--- src/rtl/cpsb_pkg.sv ---
// Shared types, constants and the element map for the control panel scan unit.
// Used by every module under rtl/; depends on nothing.
package cpsb_pkg;

   // Bank count for the per-button toggle stores, and the width of a bank index.
   localparam int BANK_COUNT = 4;
   localparam int BANK_IDX_W = (BANK_COUNT > 1) ? $clog2(BANK_COUNT) : 1;

   localparam int SAMPLE_W  = 16;
   localparam int GAIN_W    = 11;
   localparam int BANK_W    = 2;
   localparam int ELEMENT_W = 4;
   localparam int TOGGLE_W  = 7;
   localparam int STEP_W    = 3;
   localparam int KIND_W    = 2;

   // Configuration port.
   localparam int CSR_INDEX_W = 2;
   localparam int CSR_DATA_W  = 16;

   localparam logic [CSR_INDEX_W-1:0] CSR_ACTIVE_BANK   = 2'd0;
   localparam logic [CSR_INDEX_W-1:0] CSR_GAIN_Q10      = 2'd1;
   localparam logic [CSR_INDEX_W-1:0] CSR_PRESS_BELOW   = 2'd2;
   localparam logic [CSR_INDEX_W-1:0] CSR_RELEASE_ABOVE = 2'd3;

   localparam logic [BANK_W-1:0]   ACTIVE_BANK_RESET   = 2'd0;
   localparam logic [GAIN_W-1:0]   GAIN_Q10_RESET      = 11'd1055;
   localparam logic [SAMPLE_W-1:0] PRESS_BELOW_RESET   = 16'd200;
   localparam logic [SAMPLE_W-1:0] RELEASE_ABOVE_RESET = 16'd60000;

   // Result kinds.
   localparam logic [KIND_W-1:0] KIND_NONE    = 2'd0;
   localparam logic [KIND_W-1:0] KIND_SAMPLE  = 2'd1;
   localparam logic [KIND_W-1:0] KIND_PRESS   = 2'd2;
   localparam logic [KIND_W-1:0] KIND_RELEASE = 2'd3;

   // Toggle output levels and three-state codes.
   localparam logic [TOGGLE_W-1:0] TOGGLE_OFF = 7'd0;
   localparam logic [TOGGLE_W-1:0] TOGGLE_MID = 7'd63;
   localparam logic [TOGGLE_W-1:0] TOGGLE_ON  = 7'd127;

   localparam logic [1:0] THREE_OFF = 2'd0;
   localparam logic [1:0] THREE_MID = 2'd1;
   localparam logic [1:0] THREE_ON  = 2'd2;

   // Offset from the scan element of a button row to its button element.
   localparam logic [ELEMENT_W-1:0] BUTTON_ELEMENT_OFFSET = 4'd4;

   typedef struct packed {
      logic [SAMPLE_W-1:0] sample_first;
      logic [SAMPLE_W-1:0] sample_second;
   } req_type;

   typedef struct packed {
      logic [STEP_W-1:0]    mux_select;
      logic [KIND_W-1:0]    first_kind;
      logic [ELEMENT_W-1:0] first_element;
      logic [SAMPLE_W-1:0]  first_value;
      logic [TOGGLE_W-1:0]  first_toggle_two;
      logic [TOGGLE_W-1:0]  first_toggle_three;
      logic [KIND_W-1:0]    second_kind;
      logic [ELEMENT_W-1:0] second_element;
      logic [SAMPLE_W-1:0]  second_value;
      logic [TOGGLE_W-1:0]  second_toggle_two;
      logic [TOGGLE_W-1:0]  second_toggle_three;
   } rsp_type;

   // Button thresholds handed to the button units.
   typedef struct packed {
      logic [SAMPLE_W-1:0] press_below;
      logic [SAMPLE_W-1:0] release_above;
   } thresh_type;

   // What a button unit reports for one sample.
   typedef struct packed {
      logic                 hit;
      logic [KIND_W-1:0]    kind;
      logic [SAMPLE_W-1:0]  value;
      logic [TOGGLE_W-1:0]  toggle_two;
      logic [TOGGLE_W-1:0]  toggle_three;
   } event_type;

   // Multiplexer step to element map: entry step+8 is the first converter,
   // entry step the second.
   function automatic logic [ELEMENT_W-1:0] step_element(input logic [3:0] idx);
      logic [ELEMENT_W-1:0] elem;
      unique case (idx)
         4'd0:  elem = 4'd0;
         4'd1:  elem = 4'd1;
         4'd2:  elem = 4'd4;
         4'd3:  elem = 4'd5;
         4'd4:  elem = 4'd8;
         4'd5:  elem = 4'd9;
         4'd6:  elem = 4'd12;
         4'd7:  elem = 4'd13;
         4'd8:  elem = 4'd2;
         4'd9:  elem = 4'd3;
         4'd10: elem = 4'd6;
         4'd11: elem = 4'd7;
         4'd12: elem = 4'd10;
         4'd13: elem = 4'd11;
         4'd14: elem = 4'd14;
         default: elem = 4'd15;
      endcase
      return elem;
   endfunction

   function automatic logic [TOGGLE_W-1:0] three_level(input logic [1:0] code);
      logic [TOGGLE_W-1:0] lvl;
      case (code)
         THREE_OFF: lvl = TOGGLE_OFF;
         THREE_MID: lvl = TOGGLE_MID;
         default:   lvl = TOGGLE_ON;
      endcase
      return lvl;
   endfunction

endpackage

--- src/rtl/cpsb_scale.sv ---
// Q10 gain scaling of one raw sample: truncate, saturate at full scale.
// Depends on cpsb_pkg.
module cpsb_scale (
   input  logic [cpsb_pkg::SAMPLE_W-1:0] raw,
   input  logic [cpsb_pkg::GAIN_W-1:0]   gain_q10,
   output logic [cpsb_pkg::SAMPLE_W-1:0] scaled
);

   localparam int PROD_W = cpsb_pkg::SAMPLE_W + cpsb_pkg::GAIN_W;

   logic [PROD_W-1:0]             product;
   logic [PROD_W-10-1:0]          shifted;

   assign product = {{cpsb_pkg::GAIN_W{1'b0}}, raw} * {{cpsb_pkg::SAMPLE_W{1'b0}}, gain_q10};
   // drop the Q10 fraction
   assign shifted = product[PROD_W-1:10];
   assign scaled  = (shifted[PROD_W-10-1:cpsb_pkg::SAMPLE_W] != '0)
                    ? {cpsb_pkg::SAMPLE_W{1'b1}} : shifted[cpsb_pkg::SAMPLE_W-1:0];

endmodule

--- src/rtl/cpsb_button.sv ---
// Two buttons scanned by one converter: held state, press/release edges and
// per-bank two-state and three-state toggles. Depends on cpsb_pkg.
module cpsb_button (
   input  logic                               clock,
   input  logic                               reset,
   input  logic                               update,
   input  logic                               sel,
   input  logic [cpsb_pkg::BANK_IDX_W-1:0]    bank,
   input  logic [cpsb_pkg::SAMPLE_W-1:0]      value,
   input  cpsb_pkg::thresh_type               thresh,
   output cpsb_pkg::event_type                evt
);

   logic [1:0]                                          held_ff, held_in;
   logic [1:0][cpsb_pkg::BANK_COUNT-1:0]                two_ff, two_in;
   logic [1:0][cpsb_pkg::BANK_COUNT-1:0][1:0]           three_ff, three_in;

   logic       released, pressed, level, edge_seen;
   logic       two_cur, two_nxt;
   logic [1:0] three_cur, three_nxt;

   always_comb begin
      // release test first, then press
      released  = value > thresh.release_above;
      pressed   = !released && (value < thresh.press_below);
      level     = pressed;
      edge_seen = (released || pressed) && (level != held_ff[sel]);

      two_cur   = two_ff[sel][bank];
      three_cur = three_ff[sel][bank];
      two_nxt   = ~two_cur;
      case (three_cur)
         cpsb_pkg::THREE_OFF: three_nxt = cpsb_pkg::THREE_MID;
         cpsb_pkg::THREE_MID: three_nxt = cpsb_pkg::THREE_ON;
         default:             three_nxt = cpsb_pkg::THREE_OFF;
      endcase

      evt = '0;
      if (edge_seen) begin
         evt.hit = 1'b1;
         if (pressed) begin
            evt.kind         = cpsb_pkg::KIND_PRESS;
            evt.value        = cpsb_pkg::SAMPLE_W'(cpsb_pkg::TOGGLE_ON);
            evt.toggle_two   = two_nxt ? cpsb_pkg::TOGGLE_ON : cpsb_pkg::TOGGLE_OFF;
            evt.toggle_three = cpsb_pkg::three_level(three_nxt);
         end else begin
            evt.kind         = cpsb_pkg::KIND_RELEASE;
            evt.value        = '0;
            evt.toggle_two   = two_cur ? cpsb_pkg::TOGGLE_ON : cpsb_pkg::TOGGLE_OFF;
            evt.toggle_three = cpsb_pkg::three_level(three_cur);
         end
      end

      held_in  = held_ff;
      two_in   = two_ff;
      three_in = three_ff;
      if (update && edge_seen) begin
         held_in[sel] = level;
         if (pressed) begin
            two_in[sel][bank]   = two_nxt;
            three_in[sel][bank] = three_nxt;
         end
      end
   end

   always_ff @(posedge clock) begin
      if (reset) begin
         held_ff  <= '0;
         two_ff   <= '0;
         three_ff <= '0;
      end else begin
         held_ff  <= held_in;
         two_ff   <= two_in;
         three_ff <= three_in;
      end
   end

endmodule

--- src/rtl/control_panel_scan_and_button_toggle_unit.sv ---
// Top level of the control panel scan unit: input register, scaling, button
// units, result register. Depends on cpsb_pkg, cpsb_scale, cpsb_button.
//
// Usage:
//   req channel: one transaction per finished pair of conversions taken at
//   the current multiplexer step (req_valid/req_stall/req_payload).
//   rsp channel: exactly one result transaction per request, carrying the
//   next multiplexer step in mux_select plus one report per converter.
//   csr port: write csr_data to register csr_index while csr_write is high;
//   0 active bank, 1 gain (Q10), 2 press threshold, 3 release threshold.
//   Write only while no transaction is in flight.
// Pipeline: the accepting edge loads the input register; the result register is loaded
// from it once the result register is empty or being taken, and rsp_valid rises with it.
// Throughput: one transaction per cycle while no result is stalled; the scaling
// multiplier and the button compare/toggle logic sit in one stage between the two registers.
// Reset: step counter to 0, all buttons released, all toggles to 0,
// registers to their defaults; no result pending.
// Stall: while rsp_stall holds a result, the stage behind it keeps its
// transaction and req_stall rises once that stage is also full.
module control_panel_scan_and_button_toggle_unit (
   input  logic                                 clock,
   input  logic                                 reset,
   input  logic                                 req_valid,
   output logic                                 req_stall,
   input  cpsb_pkg::req_type                    req_payload,
   output logic                                 rsp_valid,
   input  logic                                 rsp_stall,
   output cpsb_pkg::rsp_type                    rsp_payload,
   input  logic                                 csr_write,
   input  logic [cpsb_pkg::CSR_INDEX_W-1:0]     csr_index,
   input  logic [cpsb_pkg::CSR_DATA_W-1:0]      csr_data
);

   // Configuration registers.
   logic [cpsb_pkg::BANK_W-1:0]   active_bank_ff, active_bank_in;
   logic [cpsb_pkg::GAIN_W-1:0]   gain_ff, gain_in;
   logic [cpsb_pkg::SAMPLE_W-1:0] press_below_ff, press_below_in;
   logic [cpsb_pkg::SAMPLE_W-1:0] release_above_ff, release_above_in;

   // Pipeline registers.
   logic                          stage_valid_ff, stage_valid_in;
   cpsb_pkg::req_type             stage_ff, stage_in;
   logic                          rsp_valid_ff, rsp_valid_in;
   cpsb_pkg::rsp_type             rsp_ff, rsp_in;
   logic [cpsb_pkg::STEP_W-1:0]   mux_step_ff, mux_step_in;

   logic                          advance, fire, req_take, button_step;
   logic [cpsb_pkg::STEP_W-1:0]   next_step;
   logic [cpsb_pkg::BANK_IDX_W-1:0] bank_eff;
   logic [cpsb_pkg::ELEMENT_W-1:0]  elem_first, elem_second;
   logic [cpsb_pkg::SAMPLE_W-1:0]   scaled_first, scaled_second;
   cpsb_pkg::thresh_type          thresh;
   cpsb_pkg::event_type           evt_first, evt_second;

   // Result register frees up when empty or being taken.
   assign advance   = !rsp_valid_ff || !rsp_stall;
   assign fire      = stage_valid_ff && advance;
   assign req_stall = stage_valid_ff && !advance;
   assign req_take  = req_valid && !req_stall;

   assign rsp_valid   = rsp_valid_ff;
   assign rsp_payload = rsp_ff;

   assign thresh.press_below   = press_below_ff;
   assign thresh.release_above = release_above_ff;

   // Clamp an out-of-range bank to the last one.
   assign bank_eff = ({3'b000, active_bank_ff} >= 5'(cpsb_pkg::BANK_COUNT))
                     ? cpsb_pkg::BANK_IDX_W'(cpsb_pkg::BANK_COUNT - 1)
                     : cpsb_pkg::BANK_IDX_W'(active_bank_ff);

   assign elem_first  = cpsb_pkg::step_element({1'b1, mux_step_ff});
   assign elem_second = cpsb_pkg::step_element({1'b0, mux_step_ff});
   assign next_step   = mux_step_ff + cpsb_pkg::STEP_W'(1);
   // steps 6 and 7 scan the button rows
   assign button_step = mux_step_ff[2] && mux_step_ff[1];

   cpsb_scale u_scale_first (
      .raw      (stage_ff.sample_first),
      .gain_q10 (gain_ff),
      .scaled   (scaled_first)
   );

   cpsb_scale u_scale_second (
      .raw      (stage_ff.sample_second),
      .gain_q10 (gain_ff),
      .scaled   (scaled_second)
   );

   // First converter sees buttons 10 and 11, second sees 8 and 9.
   cpsb_button u_button_first (
      .clock  (clock),
      .reset  (reset),
      .update (fire && button_step),
      .sel    (mux_step_ff[0]),
      .bank   (bank_eff),
      .value  (scaled_first),
      .thresh (thresh),
      .evt    (evt_first)
   );

   cpsb_button u_button_second (
      .clock  (clock),
      .reset  (reset),
      .update (fire && button_step),
      .sel    (mux_step_ff[0]),
      .bank   (bank_eff),
      .value  (scaled_second),
      .thresh (thresh),
      .evt    (evt_second)
   );

   always_comb begin
      // Configuration writes.
      active_bank_in   = active_bank_ff;
      gain_in          = gain_ff;
      press_below_in   = press_below_ff;
      release_above_in = release_above_ff;
      if (csr_write) begin
         unique case (csr_index)
            cpsb_pkg::CSR_ACTIVE_BANK:   active_bank_in   = csr_data[cpsb_pkg::BANK_W-1:0];
            cpsb_pkg::CSR_GAIN_Q10:      gain_in          = csr_data[cpsb_pkg::GAIN_W-1:0];
            cpsb_pkg::CSR_PRESS_BELOW:   press_below_in   = csr_data;
            cpsb_pkg::CSR_RELEASE_ABOVE: release_above_in = csr_data;
            default:                     gain_in          = gain_ff;
         endcase
      end

      // Input register: load on accept, drop once handed on.
      stage_in       = req_take ? req_payload : stage_ff;
      stage_valid_in = req_take || (stage_valid_ff && !advance);

      mux_step_in  = fire ? next_step : mux_step_ff;

      // Build the result for the transaction in the input register.
      rsp_in            = '0;
      rsp_in.mux_select = next_step;
      if (!mux_step_ff[2]) begin
         // pots invert, faders pass through
         rsp_in.first_kind     = cpsb_pkg::KIND_SAMPLE;
         rsp_in.first_element  = elem_first;
         rsp_in.first_value    = mux_step_ff[1] ? scaled_first : ~scaled_first;
         rsp_in.second_kind    = cpsb_pkg::KIND_SAMPLE;
         rsp_in.second_element = elem_second;
         rsp_in.second_value   = mux_step_ff[1] ? scaled_second : ~scaled_second;
      end else if (button_step) begin
         rsp_in.first_kind          = evt_first.kind;
         rsp_in.first_element       = evt_first.hit
                                      ? elem_first - cpsb_pkg::BUTTON_ELEMENT_OFFSET : '0;
         rsp_in.first_value         = evt_first.value;
         rsp_in.first_toggle_two    = evt_first.toggle_two;
         rsp_in.first_toggle_three  = evt_first.toggle_three;
         rsp_in.second_kind         = evt_second.kind;
         rsp_in.second_element      = evt_second.hit
                                      ? elem_second - cpsb_pkg::BUTTON_ELEMENT_OFFSET : '0;
         rsp_in.second_value        = evt_second.value;
         rsp_in.second_toggle_two   = evt_second.toggle_two;
         rsp_in.second_toggle_three = evt_second.toggle_three;
      end
      if (!fire) begin
         rsp_in = rsp_ff;
      end
      rsp_valid_in = fire || (rsp_valid_ff && rsp_stall);
   end

   always_ff @(posedge clock) begin
      if (reset) begin
         active_bank_ff   <= cpsb_pkg::ACTIVE_BANK_RESET;
         gain_ff          <= cpsb_pkg::GAIN_Q10_RESET;
         press_below_ff   <= cpsb_pkg::PRESS_BELOW_RESET;
         release_above_ff <= cpsb_pkg::RELEASE_ABOVE_RESET;
         stage_valid_ff   <= 1'b0;
         rsp_valid_ff     <= 1'b0;
         mux_step_ff      <= '0;
      end else begin
         active_bank_ff   <= active_bank_in;
         gain_ff          <= gain_in;
         press_below_ff   <= press_below_in;
         release_above_ff <= release_above_in;
         stage_valid_ff   <= stage_valid_in;
         rsp_valid_ff     <= rsp_valid_in;
         mux_step_ff      <= mux_step_in;
      end
   end

   // Payload registers hold without reset.
   always_ff @(posedge clock) begin
      stage_ff <= stage_in;
      rsp_ff   <= rsp_in;
   end

endmodule

--- config.mk ---
export PLATFORM = sky130hd
export DESIGN_NAME = control_panel_scan_and_button_toggle_unit
export DESIGN_NICKNAME = d
export VERILOG_FILES = /design/src/rtl/cpsb_pkg.sv /design/src/rtl/cpsb_scale.sv /design/src/rtl/cpsb_button.sv /design/src/rtl/control_panel_scan_and_button_toggle_unit.sv
export SDC_FILE = /design/constraint.sdc
export NUM_CORES = 1
export LEC_CHECK = 0
export ABC_AREA = 0
export BUFFER_PORTS_ARGS = -buffer_cell sky130_fd_sc_hd__buf_2
export CAP_MARGIN = 20
export CORE_MARGIN = 3
export CORE_UTILIZATION = 45
export DETAILED_ROUTE_END_ITERATION = 7
export PLACE_DENSITY_LB_ADDON = 0.15
export SYNTH_ARGS = -nofsm -noshare
export SYNTH_HDL_FRONTEND = slang
export SYNTH_SLANG_ARGS = --single-unit
export TNS_END_PERCENT = 50
--- constraint.sdc ---
create_clock -name clock -period 8.9 [get_ports clock]
set_input_delay 0.445 -clock clock [delete_from_list [all_inputs] [get_ports clock]]
set_output_delay 0.445 -clock clock [all_outputs]
set_load 0.005 [all_outputs]
# == Word-level counts from Yosys, hierarchy flattened ==
# Memories as Yosys holds them, arrays and structs flattened. A register that Yosys moved wholly into a read port is not among the register bits.
# Index checks and enable logic that the tools add are counted.
# W data, S select, Z words.
# op_classes
reduce_logical,39
mux,62
bitwise_logic,4
addsub,3
n_mul,2
n_lt_le_gt_ge,8
eq_ne,15
# op_table
operator,count
$mux W71,1
$mux W33,2
$mux W16,4
$mux W31,2
$pmux W7 S2,4
$mul A16 B11 Y27,2
$mux W20,2
$mux W8,5
$bwmux W16,2
$gt A16 B16 Y1,2
$lt A16 B16 Y1,2
$not A16 Y16,2
$mux W4,7
$mux W7,4
$pmux W4 S7,1
$bwmux W8,2
$logic_and A1 B1 Y1,14
$reduce_and A2 Y1,6
$eq A2 B1 Y1 const B,5
$logic_not A2 Y1,5
$eq A3 B3 Y1 const B,3
$bmux W2 S2,2
$demux W8 S1,1
$mux W1,8
24 further kinds,45
# word_totals
ff_bits,209
mem_bits_ro,24
elab_cells,178
out_inout_bits,77
mem_count,1
in_bits,55
# mem_list
memory,depth,word_bits,rd,rd_ports_with_merged_regs,write_ports,line_no,source
(name not given),8,3,1,1,0,cpsb_pkg.sv:87,unique case (idx)

# == Depth between registers and ports, before layout ==
# Gate-level depths: netlist of the first run.
# depth
ltp_word,13
ltp_mapped,33
depth_no_buf,30

# == Modules after synthesis ==
# From an unflattened synthesis of the first run, not the netlist that was laid out.
# hier_totals
hier_cells,2371
area_unflattened_um2,22272.6
# modules_own_cells
mod,seq_area_each_um2,area_per_inst_um2,instances,cells_each
control_panel_scan_and_button_toggle_unit,4244.1,6184.7,1,505
cpsb_scale (u_scale_second),0.0,5715.5,1,658
cpsb_scale (u_scale_first),0.0,5507.8,1,650
cpsb_button,520.5,2432.3,2,279

# == Worst setup path before layout of the first run ==
# OpenSTA, ideal clock, no wires.
# synth_path
path_type,register to register
start,register gain_ff[5] (netlist bit)
end,"register rsp_ff (netlist bit rsp_payload[32]), data pin"
setup_slack_ns,1.542
n_path_buf,2
arrival_ns,7.086
stages_incl_launch_ff,30
setup_ns,0.272
required_ns,8.628
cell_sequence,dfxtp_1 > clkbuf_1 > nand2_1 > fa_1 > inv_1 > fa_1 > fa_1 > fa_1 > inv_1 > fa_1 > inv_1 > ha_1 > a21oi_1 > o21ai_1 > a311oi_1 > o32ai_1 > or3_1 > a21oi_1 > o311ai_1 > ha_1 > and4_1 > and3_1 > o221a_2 > o21ai_0 > o211a_1 > and3b_1 > a41oi_2 > buf_4 > and2_1 > mux2i_1
# synth_between
elab_chain_cells,11
# synth_rtl
item,line_no,source
from (decl),control_panel_scan_and_button_toggle_unit.sv:36,"logic [cpsb_pkg::GAIN_W-1:0] gain_ff, gain_in;"
from (signal assigned),control_panel_scan_and_button_toggle_unit.sv:169,gain_ff <= cpsb_pkg::GAIN_Q10_RESET;
from (signal assigned),control_panel_scan_and_button_toggle_unit.sv:177,gain_ff <= gain_in;
$mul A16 B11 Y27 (*),cpsb_scale.sv:14,"assign product = {{cpsb_pkg::GAIN_W{1'b0}}, raw} * {{cpsb_pkg::SAMPLE_W{1'b0}}, gain_q10};"
$mux W16 (*),cpsb_scale.sv:18,? {cpsb_pkg::SAMPLE_W{1'b1}} : shifted[cpsb_pkg::SAMPLE_W-1:0];
$gt A16 B16 Y1,cpsb_button.sv:24,released = value > thresh.release_above;
$logic_not A1 Y1,cpsb_button.sv:25,pressed = !released && (value < thresh.press_below);
$logic_and A1 B1 Y1,cpsb_button.sv:25,
$ne A1 B1 Y1 / $logic_or A1 B1 Y1 (equally long branches),cpsb_button.sv:27,edge_seen = (released || pressed) && (level != held_ff[sel]);
$logic_and A1 B1 Y1 (*),cpsb_button.sv:27,
$mux W33 (*),cpsb_button.sv:39,if (edge_seen) begin
$mux W4 (*),control_panel_scan_and_button_toggle_unit.sv:155,? elem_second - cpsb_pkg::BUTTON_ELEMENT_OFFSET : '0;
$mux W71 (*),control_panel_scan_and_button_toggle_unit.sv:146,end else if (button_step) begin
$mux W20 (*),control_panel_scan_and_button_toggle_unit.sv:138,if (!mux_step_ff[2]) begin
to (signal assigned),control_panel_scan_and_button_toggle_unit.sv:189,rsp_ff <= rsp_in;
to (decl),control_panel_scan_and_button_toggle_unit.sv:44,"cpsb_pkg::rsp_type rsp_ff, rsp_in;"
# Every way passes the cells marked *; elsewhere a longest branch is shown, timed or not.
# A chain may end at the register's enable or synchronous reset.

# == Final worst setup path of the first run ==
# layout_path
start,register gain_ff[5] (netlist bit)
end,"register rsp_ff (netlist bit rsp_payload[66]), data pin"
# layout_between
elab_chain_cells,11
# layout_rtl
item,line_no,source
$mul A16 B11 Y27 (*),cpsb_scale.sv:14,
$mux W16 (*),cpsb_scale.sv:18,
$gt A16 B16 Y1,cpsb_button.sv:24,
$logic_not A1 Y1,cpsb_button.sv:25,
$logic_and A1 B1 Y1,cpsb_button.sv:25,
$ne A1 B1 Y1 / $logic_or A1 B1 Y1 (equally long branches),cpsb_button.sv:27,
$logic_and A1 B1 Y1 (*),cpsb_button.sv:27,
$mux W33 (*),cpsb_button.sv:39,
$mux W4 (*),control_panel_scan_and_button_toggle_unit.sv:149,? elem_first - cpsb_pkg::BUTTON_ELEMENT_OFFSET : '0;
$mux W71 (*),control_panel_scan_and_button_toggle_unit.sv:146,
$mux W20 (*),control_panel_scan_and_button_toggle_unit.sv:138,
# Marks and branches as above.

==> results.sh, run 1 <==
export IMPL_status="completed"
export IMPL_final_max_slew_viol_count=0
export IMPL_hold_buffers=0
export IMPL_critPathMaxStageDelay_ps=630
export IMPL_grt_total_usage_pct=23.95
export IMPL_synthTopCellsByArea="fa_1, edfxtp_1, ha_1"
export IMPL_cellLeakagePower_uw=0.01011
export IMPL_ant_nets=0
export IMPL_drv_cap=0
export IMPL_fmax_ghz=0.1179
export IMPL_place_gp_congestion=0.9011
export IMPL_worst_slew_pin_slew_ps=1093
export IMPL_post_synth_top_count_cell="nand2_1"
export IMPL_vias_per_cell=5.417
export IMPL_drtPass1Iterations=6
export IMPL_skew_ps=24.76
export IMPL_die_h_um=218.3
export IMPL_hold_ws_ps=158.0
export IMPL_power_density_nw_per_um2=385.7
export IMPL_rsz0062_at_grt="false"
export IMPL_drtIter0Drc=974
export IMPL_yosys_warnings=0
export IMPL_crit_path_end_kind="register"
export IMPL_fp_row_count=77
export IMPL_synth_commonest_cells="nand2_1, inv_1, fa_1, ha_1, and2_1"
export IMPL_fillers=4304
export IMPL_critPathKind="register to register"
export IMPL_totalWireLength_mm=54.41
export IMPL_wl_per_cell_um=19.02
export IMPL_cts_buffers=17
export IMPL_io_buffers=130
export IMPL_synthFlopType="dfxtp_1"
export IMPL_async_flop_share_pct=0
export IMPL_cts_sinks=189
export IMPL_area_growth_pct=8.165
export IMPL_critical_path_startpoint_type="register"
export IMPL_drc=0
export IMPL_cts_max_path_buffers=2
export IMPL_coreArea_sq_um=44320
export IMPL_dpl_hpwl_mm=42.78
export IMPL_antenna_found_initial=1
export IMPL_worst_path_max_fanout=23
export IMPL_tns_ps=0
export IMPL_grt_pass1_vias=16406
export IMPL_period_minus_slack_ps=8482
export IMPL_synth_top_area_cell="fa_1"
export IMPL_setup_viol=0
export IMPL_crit_top_cell="fa_1"
export IMPL_cts_tree="yes"
export IMPL_insertion_delay_ps=480
export IMPL_hold_viol=0
export IMPL_root_buffer="clkbuf_16"
export IMPL_synth_area_sq_um=20270
export IMPL_vdd_ir_drop_worst_v=0.0002704
export IMPL_ioPinCount=132
export IMPL_die_w_um=218.3
export IMPL_synth_top_area_share_pct=24.49
export IMPL_hold_class="input pin to register"
export IMPL_grt_pass1_wl_mm=88.61
export IMPL_syn_area_per_cell_sq_um=9.165
export IMPL_die_area_sq_um=47640
export IMPL_grt_overflow=0
export IMPL_grt_max_degree=67
export IMPL_slowest_stage="or4_4"
export IMPL_ys_seq_elements=189
export IMPL_nets=2749
export IMPL_ys_seq_area_share_pct=22.81
export IMPL_finalCritPeriodShare_pct=95.31
export IMPL_synth_edff_count=84
export IMPL_synth_cells=2212
export IMPL_synth_nets=2705
export IMPL_worst_endpoint_required_ps=9110
export IMPL_fin_util_pct=49.48
export IMPL_diodes=0
export IMPL_start_util_pct=45.75
export IMPL_cts_clk_slew_worst_paths_ps=80
export IMPL_arrival_ps=8690
export IMPL_yosysUniqueCellTypes=80
export IMPL_vias=15498
export IMPL_relSlewSlack_pct=26.97
export IMPL_htreeDepth=4
export IMPL_drive_gt1_share_pct=10.22
==> report_power, final <==
| group | internal [uW] | switching [uW] | total [uW] |
|---|---|---|---|
| Sequential | 1140 | 74.5 | 1210 |
| Clock | 384 | 405 | 789 |
| Combinational | 2640 | 3810 | 6460 |
==> worst paths after layout <==
| kind | from | endpoint | slack [ps] | cells after the start |
|---|---|---|---|---|
| min | req_payload[25] | stage_ff[25] | 160 | 1 |
| max | gain_ff[5] | rsp_payload[66] | 420 | 28 |
| min reg2reg | release_above_ff[1] | release_above_ff[1] | 460 | 2 |
| max reg2reg | gain_ff[5] | rsp_payload[66] | 420 | 28 |
==> repair_timing <==
item / CTS / global route
endpoints found under the setup margin: 0 / 75
gates resized for setup: 0 / 6
buffers inserted: 0 / 3
endpoints found under the hold margin: 0 / 0
==> stage by stage <==
stage	setup slack (ps)	power (uW)	instance area [sq um]	instances
floorplan	1542	5872	20270	2212
global placement	375.6	7504	21280	2826
detailed placement	237.3	7603	21280	2826
CTS	209.9	8447	21890	2858
global route	56.45	9347	21930	2861
finish	417.6	8458	21930	2861
==> routing by layer <==
| layer | GRT usage [%] | share of wire (%) | vias up |
|---|---|---|---|
| met5 | 0 | 0 | - |
| met4 | 6.871 | 2.3 | 0 |
| met3 | 3.838 | 5.8 | 73 |
| met2 | 39.34 | 47 | 405 |
| met1 | 32.88 | 45 | 7825 |
| li1 | - | - | 7195 |
==> critical path, delay by kind of cell, from the launching register on <==
| kind | cells | cell delay (ps) |
|---|---|---|
| buf+inv | 5 | 800 |
| fa+ha+maj | 7 | 3340 |
| compound gates | 9 | 1640 |
| flops | 1 | 510 |
| simple gates | 7 | 1890 |
==> cells by family (layout without fill, tap and decap cells) <==
| family | after synthesis | after routing | share of synthesized area, % |
|---|---|---|---|
| adder cells (fa/ha/maj) | 438 | 438 | 36.22 |
| AND/OR/NAND/NOR | 751 | 751 | 18.14 |
| XOR/XNOR | 55 | 55 | 2.376 |
| multiplexers | 60 | 60 | 2.975 |
| AO/OA/AOI/OAI | 263 | 263 | 8.505 |
| flip-flops | 189 | 189 | 22.81 |
| buffers and inverters | 455 | 512 | 8.955 |
| other | 1 | 1 | 0.01850 |
==> state kept, by name, indices dropped and copies added, names as in the netlist <==
register and cells:
u_button_first.held_ff 2, u_button_first.three_ff 16, stage_ff 32, rsp_valid 1, mux_step_ff 3, release_above_ff 16
gain_ff 11, u_button_second.held_ff 2, stage_valid_ff 1, active_bank_ff 2, press_below_ff 16, u_button_first.two_ff 8
elem_second 3, rsp_payload 52, u_button_second.two_ff 8, u_button_second.three_ff 16
==> placed cells by master, fill, tap and decap left out, types with 11 or more instances in the layout <==
cell type,n
a21oi_1,75
o21ai_0,46
dfxtp_1,100
a21o_1,23
buf_4,22
inv_1,321
nor2_1,71
ha_1,190
nand2_1,372
mux2i_1,58
and2_1,163
a22oi_1,11
nand4_1,21
o22ai_1,12
xnor2_1,46
o211ai_1,11
fa_1,248
or3_1,13
buf_2,130
nand2b_1,13
edfxtp_1,84
nand3_1,25
clkbuf_16,17
==> final cells by class <==
cell class	count	area, sq um	area share (%)
flip-flops and latches	189	4631	21.12
multi-input cells	1568	13850	63.14
clock inverters	15	190.2	0.8673
well taps	592	740.7	3.378
inverters	325	1220	5.563
clock buffers	17	425.4	1.940
repair buffers	155	875.8	3.994
Note: power is estimated with default switching activity, not from simulation.
==> run 2, diff against run 1 <==
==> constraint.sdc (replaced) <==
create_clock -name clock -period 9.9 [get_ports clock]
set_input_delay 0.495 -clock clock [delete_from_list [all_inputs] [get_ports clock]]
set_output_delay 0.495 -clock clock [all_outputs]
set_load 0.005 [all_outputs]
==> run 2 against run 1 <==
Net effect: sequential power down 9.9%; global-route usage shrank 0.13 points; clock power fell by 13%; worst setup slack gained 330 ps; critical path depth unchanged; worst hold slack improved by 50 ps; non-clock buffer count shrank 4; clock-buffer cell count increased by 1; clock skew fell by 7.2 ps; flip-flop and latch count stayed put; combinational power fell by 8.2%; largest cell class unchanged.
==> results.sh, run 2 (same netlist as run 1, synthesis figures left out) <==
export IMPL_drtIter0Drc=1021
export IMPL_relSlewSlack_pct=27.63
export IMPL_cts_clk_slew_worst_paths_ps=80
export IMPL_diodes=0
export IMPL_drv_cap=0
export IMPL_grt_max_degree=73
export IMPL_wl_met1_mm=24.29
export IMPL_period_minus_slack_ps=9157
export IMPL_dp_cells=2825
export IMPL_rsz0062_at_grt="false"
export IMPL_critPathKind="register to register"
export IMPL_arrival_ps=9540
export IMPL_cts_resized_gates=0
export IMPL_die_area_sq_um=47640
export IMPL_design_area_sq_um=21810
export IMPL_crit_path_end_kind="register"
export IMPL_slowest_stage="dfxtp_1"
export IMPL_crit_top_cell="fa_1"
export IMPL_drc=0
export IMPL_fmax_ghz=0.1092
export IMPL_nets=2745
export IMPL_multi_input_area_sq_um=13840
export IMPL_skew_ps=17.58
export IMPL_grt_overflow=0
export IMPL_cp_top_family="adder cells"
export IMPL_mostFrequentLayoutCells="nand2_1, inv_1, fa_1"
export IMPL_area_growth_pct=7.591
export IMPL_finalCritPeriodShare_pct=92.49
export IMPL_start_util_pct=45.75
export IMPL_worst_slew_pin_slew_ps=1084
export IMPL_vias=15390
export IMPL_mostFrequentLayoutCell="nand2_1"
export IMPL_postCtsSetupRepairBufs=0
export IMPL_cellLeakagePower_uw=0.01006
export IMPL_io_buffers=130
export IMPL_dpl_hpwl_mm=42.89
export IMPL_cts_tree="yes"
export IMPL_totalWireLength_mm=54.42
export IMPL_worst_endpoint_required_ps=10280
export IMPL_final_max_slew_viol_count=0
export IMPL_cts_max_path_buffers=2
export IMPL_grt_pass1_wl_mm=87.65
export IMPL_final_seq_area_sq_um=4624
export IMPL_ant_nets=0
export IMPL_hold_viol=0
export IMPL_grt_pass1_vias=16000
export IMPL_htreeDepth=4
export IMPL_coreArea_sq_um=44320
export IMPL_root_buffer="clkbuf_16"
export IMPL_critPathMaxStageDelay_ps=1040
export IMPL_power_density_nw_per_um2=353.5
export IMPL_status="completed"
export IMPL_cts_buffers=17
export IMPL_hold_class="input pin to register"
export IMPL_worst_path_max_fanout=22
export IMPL_wl_per_cell_um=19.05
export IMPL_final_cells=2857
export IMPL_setup_viol=0
export IMPL_met3WireLength_mm=2.925
export IMPL_drive_gt1_share_pct=9.757
export IMPL_grt_total_usage_pct=23.82
export IMPL_ioPinCount=132
export IMPL_hold_buffers=0
export IMPL_path_buf_inv=5
export IMPL_largest_reg_flops=52
export IMPL_vdd_ir_drop_worst_v=0.0003754
export IMPL_tns_ps=0
export IMPL_place_gp_congestion=0.9144
export IMPL_vias_per_cell=5.387
export IMPL_fp_row_count=77
export IMPL_drtPass1Iterations=5
export IMPL_die_h_um=218.3
export IMPL_placedInstanceArea_sq_um=21230
export IMPL_fillers=4234
export IMPL_wl_met2_mm=26.15
export IMPL_critical_path_startpoint_type="register"
export IMPL_cts_sinks=189
export IMPL_highest_layer="met4"
export IMPL_insertion_delay_ps=470
export IMPL_antenna_found_initial=0
export IMPL_die_w_um=218.3
-- run 2: final timing paths --
kind / from / endpoint / slack (ps) / cells past startpoint
setup / recovery: gain_ff[4] / u_button_second.two_ff[6] / 740 / 28
hold / removal: req_payload[28] / stage_ff[28] / 210 / 1
setup reg to reg: gain_ff[4] / u_button_second.two_ff[6] / 740 / 28
hold reg to reg: release_above_ff[4] / release_above_ff[4] / 460 / 2
-- run 2: cell type report --
cell class	instances	share of cell area, %
well taps	592	3.396
repair buffers	151	3.706
clock buffers	18	1.968
clock inverters	14	0.6826
multi-input cells	1568	63.45
flip-flops and latches	189	21.20
inverters	325	5.593
-- run 2: through the flow --
step	utilization [%]	hold slack (ps)	setup WS, ps	total power, uW
floorplan	-	434.4	2542	5279
global placement	47.91	444.1	1059	6873
detailed placement	47.91	448.5	849.3	6938
CTS	49.22	173.1	849.3	7683
global route	49.22	181.0	196.4	8508
finish	49.22	208.3	743.4	7710
-- run 2: power breakdown --
group	switching (uW)	leakage, uW	total (uW)	internal (uW)
Sequential	65.4	0.00165	1090	1020
Combinational	3570	0.00813	5930	2360
Clock	352	0.000278	688	336
Total	3990	0.0101	7710	3720
-- run 2: routing by layer --
metal	global-route usage, %	up-vias
met3	3.685	55
li1	-	7173
met4	6.371	0
met1	32.47	7768
met5	0	-
met2	39.70	394
